`config.mk`:
```
export PLATFORM = sky130hd
export DESIGN_NAME = interval_template_vote_classifier
export DESIGN_NICKNAME = d
export VERILOG_FILES = /design/src/itvc_pkg.sv /design/src/itvc_bounds.sv /design/src/itvc_ctrl.sv /design/src/interval_template_vote_classifier.sv
export SDC_FILE = /design/constraint.sdc
export NUM_CORES = 1
export LEC_CHECK = 0
export ABC_CLOCK_PERIOD_IN_PS = 15400
export BUFFER_PORTS_ARGS = -buffer_cell sky130_fd_sc_hd__buf_2
export CAP_MARGIN = 20
export CORE_AREA = 2 2 203 205
export DETAILED_ROUTE_END_ITERATION = 8
export DIE_AREA = 0 0 205 207
export PLACE_DENSITY_LB_ADDON = 0.25
export SYNTH_ARGS = -nofsm -noshare
export SYNTH_HDL_FRONTEND = slang
export SYNTH_SLANG_ARGS = --single-unit
export TNS_END_PERCENT = 20
```
`constraint.sdc`:
```
create_clock -name clock -period 15.4 [get_ports clock]
set_input_delay 1.54 -clock clock [delete_from_list [all_inputs] [get_ports clock]]
set_output_delay 1.54 -clock clock [all_outputs]
set_load 0.05 [all_outputs]
```
`src/itvc_pkg.sv`:
```
// Shared types, constants and the built-in interval table of the vote classifier.
package itvc_pkg;

   localparam int NUM_CLASSES = 4;
   localparam int NUM_CHANNELS = 4;
   localparam int MAX_SAMPLES = 64;

   localparam int NUM_IN_CHANNELS = 4;
   localparam int SAMPLE_W = 8;
   localparam int BOUND_W = 10;
   localparam int BIDX_W = 5;
   localparam int SCORE_W = 9;
   localparam int SC_W = 7;
   localparam int THR_W = 9;
   localparam int CSR_ADDR_W = 1;
   localparam int CSR_DATA_W = 9;
   localparam int TABLE_SIZE = NUM_CLASSES * NUM_CHANNELS * 2;
   localparam int TIDX_W = $clog2(TABLE_SIZE);
   localparam int HIT_W = $clog2(NUM_CHANNELS + 1);
   localparam int CAPT_W = $clog2(MAX_SAMPLES + 1);
   localparam int CLS_W = $clog2(NUM_CLASSES + 1);

   localparam logic [SCORE_W-1:0] SCORE_MAX = '1;
   localparam logic [SC_W-1:0] SAMPLE_COUNT_RESET = 7'd10;
   localparam logic [THR_W-1:0] MATCH_THRESHOLD_RESET = 9'd32;

   localparam logic [CSR_ADDR_W-1:0] REG_SAMPLE_COUNT = 1'd0;
   localparam logic [CSR_ADDR_W-1:0] REG_MATCH_THRESHOLD = 1'd1;

   localparam logic [7:0] START_BUTTONS = 8'h11;
   localparam logic [7:0] SEL_CHANNEL_0 = 8'h80;
   localparam logic [7:0] SEL_CHANNEL_1 = 8'h40;
   localparam logic [7:0] SEL_CHANNEL_2 = 8'h20;
   localparam logic [7:0] SEL_CHANNEL_3 = 8'h10;
   localparam logic [3:0] NONE_DIGIT_HIGH = 4'hE;
   localparam logic [7:0] NONE_DIGIT_LOW = 8'hE0;
   localparam logic [2:0] DOT_ON = 3'd4;
   localparam logic [2:0] DOT_OFF = 3'd0;

   localparam logic [3:0] EV_NOTHING = 4'd0;
   localparam logic [3:0] EV_START = 4'd1;
   localparam logic [3:0] EV_SAMPLE = 4'd2;
   localparam logic [3:0] EV_STOP = 4'd3;
   localparam logic [3:0] EV_NONE = 4'd8;

   typedef enum logic [1:0] {
      PH_IDLE    = 2'd0,
      PH_CAPTURE = 2'd1,
      PH_VERIFY  = 2'd2
   } phase_type;

   typedef struct packed {
      logic                                      mode;
      logic [7:0]                                buttons;
      logic [7:0]                                switches;
      logic [NUM_IN_CHANNELS-1:0][SAMPLE_W-1:0]  channel;
      logic [BIDX_W-1:0]                         bound_index;
      logic [BOUND_W-1:0]                        bound_value;
   } item_type;

   typedef struct packed {
      logic [2:0] dot_mask;
      logic [7:0] digit_low;
      logic [3:0] digit_high;
      logic [7:0] led;
      logic [3:0] event_res;
   } result_type;

   typedef logic [NUM_CLASSES-1:0][HIT_W-1:0] hits_type;
   typedef logic [NUM_CLASSES-1:0][SCORE_W-1:0] scores_type;

   localparam logic [BOUND_W-1:0] DEFAULT_BOUNDS [32] = '{
      10'd60,  10'd90,  10'd520, 10'd610, 10'd20,  10'd60,  10'd90,  10'd170,
      10'd180, 10'd270, 10'd60,  10'd100, 10'd300, 10'd530, 10'd130, 10'd240,
      10'd550, 10'd830, 10'd180, 10'd280, 10'd240, 10'd390, 10'd40,  10'd110,
      10'd500, 10'd780, 10'd0,   10'd60,  10'd430, 10'd615, 10'd585, 10'd810
   };

   function automatic logic [BOUND_W-1:0] default_bound(input int i);
      int k;
      int rest;
      int c;
      k = i / (NUM_CHANNELS * 2);
      rest = i % (NUM_CHANNELS * 2);
      c = rest / 2;
      if (k < 4 && c < 4) begin
         return DEFAULT_BOUNDS[k * 8 + rest];
      end
      return '0;
   endfunction

endpackage

```
`src/itvc_bounds.sv`:
```
// Interval bound register file and the parallel per-class range compares.
module itvc_bounds (
   input  logic                clock,
   input  logic                reset,
   input  logic                step,
   input  itvc_pkg::item_type  item,
   output itvc_pkg::hits_type  hits
);
   import itvc_pkg::*;

   logic [BOUND_W-1:0] bounds_ff [TABLE_SIZE];
   logic [NUM_CHANNELS-1:0][SAMPLE_W-1:0] sample;
   logic wr_en;

   for (genvar c = 0; c < NUM_CHANNELS; c++) begin : g_sample
      if (c < NUM_IN_CHANNELS) begin : g_live
         assign sample[c] = item.channel[c];
      end else begin : g_zero
         assign sample[c] = '0;
      end
   end

   assign wr_en = step && item.mode && (32'(item.bound_index) < TABLE_SIZE);

   always_ff @(posedge clock) begin
      if (reset) begin
         for (int i = 0; i < TABLE_SIZE; i++) begin
            bounds_ff[i] <= default_bound(i);
         end
      end else if (wr_en) begin
         bounds_ff[TIDX_W'(item.bound_index)] <= item.bound_value;
      end
   end

   always_comb begin
      logic [BOUND_W-1:0] scaled;
      logic [BOUND_W-1:0] lo;
      logic [BOUND_W-1:0] hi;
      hits = '0;
      for (int k = 0; k < NUM_CLASSES; k++) begin
         for (int c = 0; c < NUM_CHANNELS; c++) begin
            scaled = {sample[c], 2'b00};
            lo = bounds_ff[(k * NUM_CHANNELS + c) * 2];
            hi = bounds_ff[(k * NUM_CHANNELS + c) * 2 + 1];
            if (scaled >= lo && scaled <= hi) begin
               hits[k] = hits[k] + HIT_W'(1);
            end
         end
      end
   end

endmodule

```
`src/itvc_ctrl.sv`:
```
// Capture sequencer, class scores, election and display result of the vote classifier.
module itvc_ctrl (
   input  logic                                clock,
   input  logic                                reset,
   input  logic                                csr_we,
   input  logic [itvc_pkg::CSR_ADDR_W-1:0]     csr_addr,
   input  logic [itvc_pkg::CSR_DATA_W-1:0]     csr_wdata,
   input  logic                                step,
   input  itvc_pkg::item_type                  item,
   input  itvc_pkg::hits_type                  hits,
   output itvc_pkg::result_type                result
);
   import itvc_pkg::*;

   phase_type          phase_ff, phase_in;
   logic [CAPT_W-1:0]  captured_ff, captured_in;
   scores_type         scores_ff, scores_in;
   logic [SC_W-1:0]    sample_count_ff;
   logic [THR_W-1:0]   match_threshold_ff;

   logic               poll;
   logic               start_req;
   logic               capture_more;
   logic [SCORE_W-1:0] best;
   logic [CLS_W-1:0]   num;

   assign poll = step && !item.mode;
   assign start_req = (item.buttons == START_BUTTONS) && (item.switches == 8'h00);
   assign capture_more = (32'(captured_ff) < 32'(sample_count_ff)) &&
                         (32'(captured_ff) < MAX_SAMPLES);

   always_comb begin
      best = '0;
      num = '0;
      for (int i = 0; i < NUM_CLASSES; i++) begin
         if (scores_ff[i] >= best) begin
            best = scores_ff[i];
            num = CLS_W'(i + 1);
         end
      end
   end

   always_comb begin
      phase_in = phase_ff;
      if (poll) begin
         case (phase_ff)
            PH_IDLE: begin
               if (start_req) phase_in = PH_CAPTURE;
            end
            PH_CAPTURE: begin
               if (!capture_more) phase_in = PH_VERIFY;
            end
            PH_VERIFY: phase_in = PH_IDLE;
            default: phase_in = PH_IDLE;
         endcase
      end
   end

   always_comb begin
      logic [SCORE_W:0] sum;
      captured_in = captured_ff;
      scores_in = scores_ff;
      sum = '0;
      if (poll && phase_ff == PH_CAPTURE && capture_more) begin
         captured_in = captured_ff + CAPT_W'(1);
         for (int k = 0; k < NUM_CLASSES; k++) begin
            sum = {1'b0, scores_ff[k]} + (SCORE_W + 1)'(hits[k]);
            scores_in[k] = (sum > {1'b0, SCORE_MAX}) ? SCORE_MAX : sum[SCORE_W-1:0];
         end
      end else if (poll && phase_ff == PH_VERIFY) begin
         captured_in = '0;
         scores_in = '0;
      end
   end

   always_comb begin
      result = '0;
      if (!item.mode) begin
         result.led = item.switches;
         case (item.switches)
            SEL_CHANNEL_0: begin
               result.digit_high = 4'd1;
               result.digit_low = item.channel[0];
               result.dot_mask = DOT_ON;
            end
            SEL_CHANNEL_1: begin
               result.digit_high = 4'd2;
               result.digit_low = item.channel[1];
               result.dot_mask = DOT_ON;
            end
            SEL_CHANNEL_2: begin
               result.digit_high = 4'd3;
               result.digit_low = item.channel[2];
               result.dot_mask = DOT_ON;
            end
            SEL_CHANNEL_3: begin
               result.digit_high = 4'd4;
               result.digit_low = item.channel[3];
               result.dot_mask = DOT_ON;
            end
            default: result.dot_mask = DOT_OFF;
         endcase
         case (phase_ff)
            PH_IDLE: begin
               result.event_res = start_req ? EV_START : EV_NOTHING;
            end
            PH_CAPTURE: begin
               result.event_res = capture_more ? EV_SAMPLE : EV_STOP;
            end
            PH_VERIFY: begin
               if (num != '0 && 32'(best) >= 32'(match_threshold_ff)) begin
                  result.event_res = EV_STOP + 4'(num);
                  result.digit_high = 4'(num);
                  result.digit_low = (32'(best) > 255) ? 8'hFF : best[7:0];
                  result.dot_mask = DOT_ON;
               end else begin
                  result.event_res = EV_NONE;
                  result.digit_high = NONE_DIGIT_HIGH;
                  result.digit_low = NONE_DIGIT_LOW;
                  result.dot_mask = DOT_OFF;
               end
            end
            default: result.event_res = EV_NOTHING;
         endcase
      end
   end

   always_ff @(posedge clock) begin
      if (reset) begin
         phase_ff <= PH_IDLE;
         captured_ff <= '0;
         scores_ff <= '0;
         sample_count_ff <= SAMPLE_COUNT_RESET;
         match_threshold_ff <= MATCH_THRESHOLD_RESET;
      end else begin
         phase_ff <= phase_in;
         captured_ff <= captured_in;
         scores_ff <= scores_in;
         if (csr_we && csr_addr == REG_SAMPLE_COUNT) begin
            sample_count_ff <= csr_wdata[SC_W-1:0];
         end
         if (csr_we && csr_addr == REG_MATCH_THRESHOLD) begin
            match_threshold_ff <= csr_wdata[THR_W-1:0];
         end
      end
   end

   a_idle_scores_clear: assert property (@(posedge clock) disable iff (reset)
      phase_ff == PH_IDLE |-> scores_ff == '0)
      else $error("Class scores are not clear while idle.");

   a_captured_bounded: assert property (@(posedge clock) disable iff (reset)
      32'(captured_ff) <= MAX_SAMPLES)
      else $error("Capture count passed its limit.");

   a_sample_counts: assert property (@(posedge clock) disable iff (reset)
      poll && phase_ff == PH_CAPTURE && capture_more
      |=> captured_ff == $past(captured_ff) + CAPT_W'(1))
      else $error("A sampled poll did not advance the capture count.");

   a_verify_resets: assert property (@(posedge clock) disable iff (reset)
      poll && phase_ff == PH_VERIFY |=> phase_ff == PH_IDLE && captured_ff == '0)
      else $error("Election did not return the sequencer to idle.");

endmodule

```
`src/interval_template_vote_classifier.sv`:
```
// Top level of the interval template vote classifier: input stage, output register and core.
//
//   Channel  Direction  Beat content
//   req_     in         tuser: mode; tdata: buttons, switches, channel_0..3,
//                       bound_index, bound_value
//   rsp_     out        tdata: event_res, led, digit_high, digit_low, dot_mask
//   csr_     in         write enable, register index, write data
//
// One beat is accepted every cycle unless the output stalls; results leave from the output register.
// The range compares and score update run between the input and output registers.
// Reset is synchronous; it reloads the built-in bound table and clears scores at once.
// A stalled result holds in the output register while one more beat waits in the input stage.
module interval_template_vote_classifier (
   input  logic        clock,
   input  logic        reset,
   input  logic        req_tvalid,
   output logic        req_tready,
   input  logic [63:0] req_tdata,   // buttons, switches, channel_0..3, bound_index, bound_value
   input  logic        req_tuser,   // mode
   output logic        rsp_tvalid,
   input  logic        rsp_tready,
   output logic [31:0] rsp_tdata,   // event_res, led, digit_high, digit_low, dot_mask
   input  logic        csr_we,
   input  logic [itvc_pkg::CSR_ADDR_W-1:0] csr_addr,
   input  logic [itvc_pkg::CSR_DATA_W-1:0] csr_wdata
);
   import itvc_pkg::*;

   item_type   item_ff;
   item_type   item_in;
   logic       item_valid_ff, item_valid_in;
   result_type rsp_ff;
   result_type result;
   logic       rsp_valid_ff, rsp_valid_in;
   logic       step;
   logic       accept;
   hits_type   hits;

   assign step = item_valid_ff && (!rsp_valid_ff || rsp_tready);
   assign req_tready = !item_valid_ff || step;
   assign accept = req_tvalid && req_tready;

   always_comb begin
      item_in.mode = req_tuser;
      item_in.buttons = req_tdata[7:0];
      item_in.switches = req_tdata[15:8];
      item_in.channel[0] = req_tdata[23:16];
      item_in.channel[1] = req_tdata[31:24];
      item_in.channel[2] = req_tdata[39:32];
      item_in.channel[3] = req_tdata[47:40];
      item_in.bound_index = req_tdata[52:48];
      item_in.bound_value = req_tdata[62:53];
   end

   always_comb begin
      item_valid_in = item_valid_ff;
      if (accept) begin
         item_valid_in = 1'b1;
      end else if (step) begin
         item_valid_in = 1'b0;
      end
      rsp_valid_in = rsp_valid_ff;
      if (step) begin
         rsp_valid_in = 1'b1;
      end else if (rsp_tready) begin
         rsp_valid_in = 1'b0;
      end
   end

   always_ff @(posedge clock) begin
      if (reset) begin
         item_valid_ff <= 1'b0;
         rsp_valid_ff <= 1'b0;
      end else begin
         item_valid_ff <= item_valid_in;
         rsp_valid_ff <= rsp_valid_in;
      end
   end

   always_ff @(posedge clock) begin
      if (accept) begin
         item_ff <= item_in;
      end
      if (step) begin
         rsp_ff <= result;
      end
   end

   itvc_bounds u_bounds (
      .clock (clock),
      .reset (reset),
      .step  (step),
      .item  (item_ff),
      .hits  (hits)
   );

   itvc_ctrl u_ctrl (
      .clock     (clock),
      .reset     (reset),
      .csr_we    (csr_we),
      .csr_addr  (csr_addr),
      .csr_wdata (csr_wdata),
      .step      (step),
      .item      (item_ff),
      .hits      (hits),
      .result    (result)
   );

   assign rsp_tvalid = rsp_valid_ff;
   assign rsp_tdata = {5'b0, rsp_ff.dot_mask, rsp_ff.digit_low, rsp_ff.digit_high,
                       rsp_ff.led, rsp_ff.event_res};

endmodule

```
==> results of run 1 <==
## cell type report
type / count / area [sq um]
Inverter: 303 / 1140
Clock buffer: 55 / 1270
Fill cell: 2663 / 10700
Tap cell: 532 / 666
Sequential cell: 472 / 13500
Timing Repair Buffer: 126 / 683
Multi-Input combinational cell: 1570 / 12000
Clock inverter: 35 / 375
## logic make-up after synthesis
family | after synthesis
and+or+nand+nor | 729
xor gates and xnor gates | 13
buffers and inverters | 402
DFF | 472
adders and majority gates | 329
AOI/OAI and AO/OA | 466
other | 1
muxes | 26
## per-layer routing
metal	part of all wire	track usage	up-vias	routed length (microns)
met5	0	0	-	0
met4	0.047	0.149	0	3010
met3	0.078	0.0450	229	5050
met2	0.49	0.523	804	31300
met1	0.39	0.384	9091	25100
li1	-	-	8926	-
## per-stage QoR
stage,cell area (sq um),util,setup slack (ns)
2_1_floorplan,27000,-,8.85
3_3_place_gp,28000,0.693,7.89
3_5_place_dp,28000,0.693,7.70
4_1_cts,29600,0.734,7.66
5_1_grt,29600,0.734,7.07
6_report,29600,0.734,7.63
## cells in the final DEF (no fill, tap or decap), drive strengths merged, types with 16 or more instances in the layout
cell,synthesis,final
a211oi,26,26
a21o,87,87
a21oi,80,80
a22o,16,16
and2,201,201
buf,15,126
clkbuf,84,55
clkinv,0,22
dfxtp,63,63
edfxtp,409,409
ha,325,325
inv,303,305
nand2,118,118
nand2b,16,16
nand3,32,32
nand4,21,21
nor2,72,72
nor2b,22,22
nor3,19,19
o211ai,17,17
o21a,57,57
o21ai,85,85
or2,34,34
or3,134,134
## registers in the layout, summed over array words and instances, names as in the netlist
| name | flops |
|---|---|
| u_ctrl.captured_ff | 7 |
| u_ctrl.phase_ff | 2 |
| item_valid_ff | 1 |
| u_ctrl.sample_count_ff | 7 |
| u_bounds.bounds_ff | 320 |
| u_ctrl.match_threshold_ff | 9 |
| rsp_tdata | 25 |
| rsp_tvalid | 1 |
| item_ff | 64 |
| u_ctrl.scores_ff | 36 |
## power by group through the flow
stage	sequential (mW)	combinational, mW	clock (mW)
2_1_floorplan	1.48	0.167	0
3_3_place_gp	1.49	0.241	0
3_5_place_dp	1.49	0.256	0
5_1_grt	1.47	0.291	1.27
4_1_cts	1.47	0.261	1.22
6_report	1.47	0.262	1.21
## final timing paths
| check | end | slack [ns] | start | depth (start not counted) |
|---|---|---|---|---|
| worst max-delay path | rsp_tdata[0]$_SDFFCE_PP0P_ | 7.63 | u_ctrl.scores_ff[8]$_SDFFE_PP0P_ | 27 |
| worst min-delay path | u_ctrl.sample_count_ff[5]$_SDFFE_PP0P_ | 0.46 | u_ctrl.sample_count_ff[5]$_SDFFE_PP0P_ | 2 |
| worst max register to register | rsp_tdata[0]$_SDFFCE_PP0P_ | 7.63 | u_ctrl.scores_ff[8]$_SDFFE_PP0P_ | 27 |
| worst min register to register | u_ctrl.sample_count_ff[5]$_SDFFE_PP0P_ | 0.46 | u_ctrl.sample_count_ff[5]$_SDFFE_PP0P_ | 2 |
## worst register-to-register path: stages, from the launching register on
cell and delay [ns]:
dfxtp_1 0.38, inv_1 0.13, ha_1 0.34, and4_1 0.23, nor3b_2 0.18, a211o_4 0.42, mux2i_1 0.35, inv_1 0.08
ha_1 0.28, o21ai_0 0.18, o21ai_1 0.09, o2111a_1 0.18, nor2_1 0.74, mux2_2 0.46, ha_1 0.30, a21o_1 0.17
a211o_1 0.32, o22ai_1 0.53, buf_4 0.28, a21oi_1 0.08, ha_1 0.27, nor2b_1 0.04, o21ai_0 0.20, a41oi_1 0.17
a21oi_1 0.25, a2bb2oi_1 0.45, a32oi_1 0.18, a221oi_1 0.32
==> key figures, run 1 <==
Layout
  – Final Net Count: 2932
  – Layout area overhead: 9.67%
  – Layout cell share with drive strength beyond 1: 0.102
  – Final Non-Filler Cells: between 3000 and 4000
  – ANT cells: 0

Routing
  – Starting DRT DRC Count: 1750
  – Final wirelength: approximately 64000 microns
  – WL per Instance: ~21 microns
  – Via count: 19050
  – DRT Pass-1 Iters: 6
  – Residual DRC count: 0
  – Post-route ant nets: 0
  – DR vias/cell: just over 6

Floorplanning
  – Cell row count: 74
  – Placeable core area: approximately 0.040 sq mm
  – Initial core utilization: 0.669
  – Ports: 114
  – Die X: 205 microns
  – DIE AREA: around 0.042 sq mm
  – Die Y: 207 microns

Synthesis
  – Area leader, netlist: edfxtp_1
  – Share of the synthesized area in the top cell type: 0.454
  – Sequential element share of the synthesized area: 0.501
  – Most numerous cell in the Yosys netlist: edfxtp_1
  – Synthesized area: about 0.027 sq mm
  – Synth Area in XOR/XNOR: 0.00421
  – Synth unique cells: 85
  – Multiplexer share of the synthesized area: 0.0104
  – Synthesis Warnings: 0
  – Largest family of logic cells by synthesized area: adder cells
  – Top cells by area, synth: edfxtp_1 (45%), ha_1 (15%), dfxtp_1 (4.7%)
  – Post-synth EDFFs: between 400 and 500
  – Post-synth ARST share: 0
  – #FFs+latches synth: 472
  – Synth Area in Compound Gates: 0.120
  – Post-synthesis cell count: 2438
  – Most common flop cell mapped by yosys: edfxtp_1
  – Synth top cells by count: edfxtp_1 (409), ha_1 (325), inv_1 (303), and2_1 (200), or3_1 (134)
  – Post-synthesis simple-gate area fraction: 0.153
  – Post-Synth Adder-Cell Area: 0.153
  – Syn_area_per_cell: 11.1 sq um

Setup path
  – Worst EP required: between 15 and 20 ns
  – Worst setup SP type: flop
  – Crit end category: flop
  – CP max stage delay: 0.74 ns
  – Crit path max fanout: 12
  – Worst path buffer plus inverter count: 3
  – Worst Path Arrival: 8.18 ns
  – Master of the slowest instance on the critical path: nor2_1
  – CP most frequent cell: ha_1
  – WS Path Type: flop to flop
  – Top delay family on crit path: compound AO/OA/AOI/OAI gates

Power and ir drop
  – Switching Share: 0.240
  – Internal: 2.24 mW
  – Maximum VDD drop: 0.0755 mV
  – Leakage: 12.8 nW
  – Switching power: 0.707 mW
  – Pwr Total: 2.94 mW
  – Reg power frac: 0.498
  – PwrDens: 99.3 mW/mm^2
  – Logic pwr share: 0.089
  – Clock share of power: 0.413

Timing
  – Setup TNS: 0 ns
  – Final setup fails: 0
  – Final Hold Violating Endpoints: 0
  – F_max: 0.129 GHz
  – Worst Skew: ~0.022 ns
  – Pins Over Slew Limit: 0
  – Slew headroom: 0.268
  – Smallest hold slack: 0.461 ns
  – RSZ-0062 raised after global routing: no
  – Final worst-path cycle share: 0.505
  – Worst slew pin tran: 1.09 ns
  – Crit path time final: 7.77 ns

Clocking
  – Root buffer cell: clkbuf_16
  – Worst-skew pair later-pin latency: 0.60 ns
  – Hold buffers post-CTS: 0
  – CTS tree: done
  – Clock transition at path regs: approximately 0.06 ns
  – CTS Sinks: 472
  – Post-cts resize count: 0
  – Clock Tree Buf Depth: 3
  – H-tree depth: 2
  – CTS buffer count: 50
  – Setup Fix Bufs, Post-CTS: 0

GRT
  – First-pass GRT wire length: 101000 microns
  – Largest net degree at the start of global routing: 54
  – Initial antenna violation count: 0
  – GRT overflow: 0
  – Vias in the first global route: 19301
  – Tot GR Track Use: 0.308

Run
  – Max Cap Viol: 0

Placed design
  – Port Buffers: 105
  – Routability congestion estimate: 0.896
  – Detailed Place HPWL: 42000 microns
  – DP Cell Count: 3003

Worst hold path
  – Hold WC Path Type: flop to flop

Outcome
  – Outcome: completed
No activity file was read; power rests on OpenSTA's default activity.
==> run 2: changes to the inputs <==
Settings changed: ABC_CLOCK_PERIOD_IN_PS 15400 to 6400, CORE_AREA 2 2 203 205 to 2 2 221 223, DIE_AREA 0 0 205 207 to 0 0 223 225.
Clock period 15.4 ns to 6.4 ns, I/O delays scaled along.
==> run 2 against run 1 <==
Sequential power rose by 140%. Sequential share of layout area fell by 0.60 points. Cell area up 1.3%. Power rose by 140%. Routed wire length rose by 1.7%. Setup slack worse by 7.4 ns. Clock power increased by 140%. Via count down 0.45%. Clock-buffer cell count rose by 12. Fmax is 26% higher. Non-clock buffer count up 33. Cell count grew 3.9%. Critical path type unchanged.
==> key figures, run 2 (same netlist as run 1, synthesis figures left out) <==
Floorplanning
  – Die X: 223 microns
  – DIE AREA: 0.0502 sq mm
  – Ports: 114
  – Initial core utilization: 0.568
  – Die Y: 225 microns
  – Placeable core area: 0.0475 sq mm
  – Cell row count: 80

Run
  – Max Cap Viol: 0

Placed design
  – Routability congestion estimate: 0.910
  – Place WS: -0.0630 ns
  – Detailed Place HPWL: 43900 microns
  – Port Buffers: 105

Setup path
  – Crit end category: flop
  – CP max stage delay: 0.39 ns
  – Worst path buffer plus inverter count: 3
  – Worst EP required: a little under 7 ns
  – WS Path Type: flop to flop
  – Crit path max fanout: 13
  – Top delay family on crit path: compound AO/OA/AOI/OAI gates
  – Worst Path Arrival: approximately 6.6 ns
  – Master of the slowest instance on the critical path: a211o_4
  – Worst setup SP type: flop
  – CP most frequent cell: ha_1

Layout
  – Max reg flops: 320
  – Layout area overhead: 11.1%
  – ANT cells: 0
  – Commonest non-fill, non-tap cell in the layout: edfxtp_1
  – Biggest register: u_bounds.bounds_ff
  – Most frequent cells in the layout: edfxtp_1 (409), ha_1 (325), inv_1 (303), and2_1 (199), or3_1 (134)
  – Final Net Count: just under 3000
  – Layout cell share with drive strength beyond 1: 0.115
  – Registers with the most flip-flops: u_bounds.bounds_ff: 320 flops, item_ff: 64 flops, u_ctrl.scores_ff: 36 flops

Power and ir drop
  – Maximum VDD drop: 0.201 mV
  – PwrDens: 234 mW/mm^2
  – Leakage: roughly 13 nW

Clocking
  – H-tree depth: 2
  – Clock Tree Buf Depth: 3
  – Hold buffers post-CTS: 0
  – CTS Sinks: roughly 470
  – CTS buffer count: 51
  – CTS tree: done
  – Clock transition at path regs: 0.06 ns
  – Root buffer cell: clkbuf_16
  – Worst-skew pair later-pin latency: 0.61 ns

GRT
  – Tot GR Track Use: 0.263
  – GRT overflow: 0
  – First-pass GRT wire length: 102000 microns
  – Largest net degree at the start of global routing: 59
  – Vias in the first global route: 18898
  – Initial antenna violation count: 0

Timing
  – Pins Over Slew Limit: 0
  – Final setup fails: 0
  – Worst slew pin tran: 0.990 ns
  – F_max: 0.162 GHz
  – Final worst-path cycle share: 0.964
  – Crit path time final: 6.17 ns
  – Final Hold Violating Endpoints: 0
  – Final setup margin: 0.230 ns
  – Smallest hold slack: 0.207 ns
  – Worst Skew: 0.0226 ns
  – Slew headroom: 0.338

Routing
  – Final wirelength: 65500 microns
  – Residual DRC count: 0
  – Via count: 18965
  – DR vias/cell: around 5.9
  – Post-route ant nets: 0
  – DRT Pass-1 Iters: 5
  – WL per Instance: 20.4 microns
  – Starting DRT DRC Count: 1477

Worst hold path
  – Hold WC Path Type: input pin to flop

Outcome
  – Outcome: completed
[run 2: cell types whose count changed in the layout (fill, tap and decap cells not counted), sizes merged]
cell | previous run | this run
buf | 126 | 159
clkbuf | 55 | 67
clkinv | 22 | 16
bufinv | 7 | 4
a211o | 9 | 10
clkinvlp | 4 | 5
[run 2: worst reg2reg max path: cells and delay by family (launching register included)]
| family | cells | cell delay [ns] |
|---|---|---|
| compound gates | 12 | 2.67 |
| fa+ha+maj | 4 | 1.19 |
| buf+inv | 3 | 0.41 |
| flops | 1 | 0.33 |
| mux | 2 | 0.59 |
| simple gates | 4 | 0.80 |
[run 2: worst paths after layout]
| kind | start | endpoint | slack [ns] | cells past startpoint |
|---|---|---|---|---|
| worst min register to register | u_ctrl.sample_count_ff[4]$_SDFFE_PP0P_ | u_ctrl.sample_count_ff[4]$_SDFFE_PP0P_ | 0.46 | 2 |
| worst min-delay path | req_tdata[37] | item_ff[36]$_DFFE_PP_ | 0.21 | 1 |
| worst max-delay path | u_ctrl.scores_ff[8]$_SDFFE_PP0P_ | rsp_tdata[13]$_SDFFCE_PP0P_ | 0.23 | 25 |
| worst max register to register | u_ctrl.scores_ff[8]$_SDFFE_PP0P_ | rsp_tdata[13]$_SDFFCE_PP0P_ | 0.23 | 25 |
[run 2: layout make-up]
type / count / area (sq um)
Fill cell: 3706 / 17500
Sequential cell: 472 / 13500
Multi-Input combinational cell: 1571 / 12000
Clock buffer: 67 / 1350
Inverter: 303 / 1140
Timing Repair Buffer: 159 / 935
Tap cell: 615 / 769
Clock inverter: 27 / 254
[run 2: per-layer routing]
metal,GRT usage,vias up,share of wire
met4,0.0976,0,0.035
li1,-,9017,-
met2,0.455,597,0.49
met5,0,-,0
met1,0.338,9184,0.42
met3,0.0372,167,0.063
[run 2: power by group]
group          leakage (nW)  switching (mW)  internal [mW]
clock                 0.771            1.21           1.65
sequential             4.29          0.0890           3.44
combinational          7.85           0.400          0.232
total                  12.9            1.70           5.32
[run 2: repair_timing]
action                                  in CTS  in global routing
pin swaps                                    0                  5
gates cloned                                 0                  1
gates resized for setup                      1                 14
buffers inserted                             0                  2
endpoints found under the setup margin      11                 17
[run 2: stage by stage]
| step | setup TNS [ns] | total power, mW | utilization | cell area, sq um | instances |
|---|---|---|---|---|---|
| CTS | 0 | 7.07 | 0.630 | 29900 | 3211 |
| finish | 0 | 7.02 | 0.632 | 30000 | 3214 |
| global placement | 0 | 4.18 | 0.596 | 28300 | 3117 |
| detailed placement | -0.248 | 4.21 | 0.596 | 28300 | 3117 |
| floorplan | -0.0406 | 3.97 | - | 27100 | 2444 |
| global route | -0.455 | 7.26 | 0.632 | 30000 | 3214 |
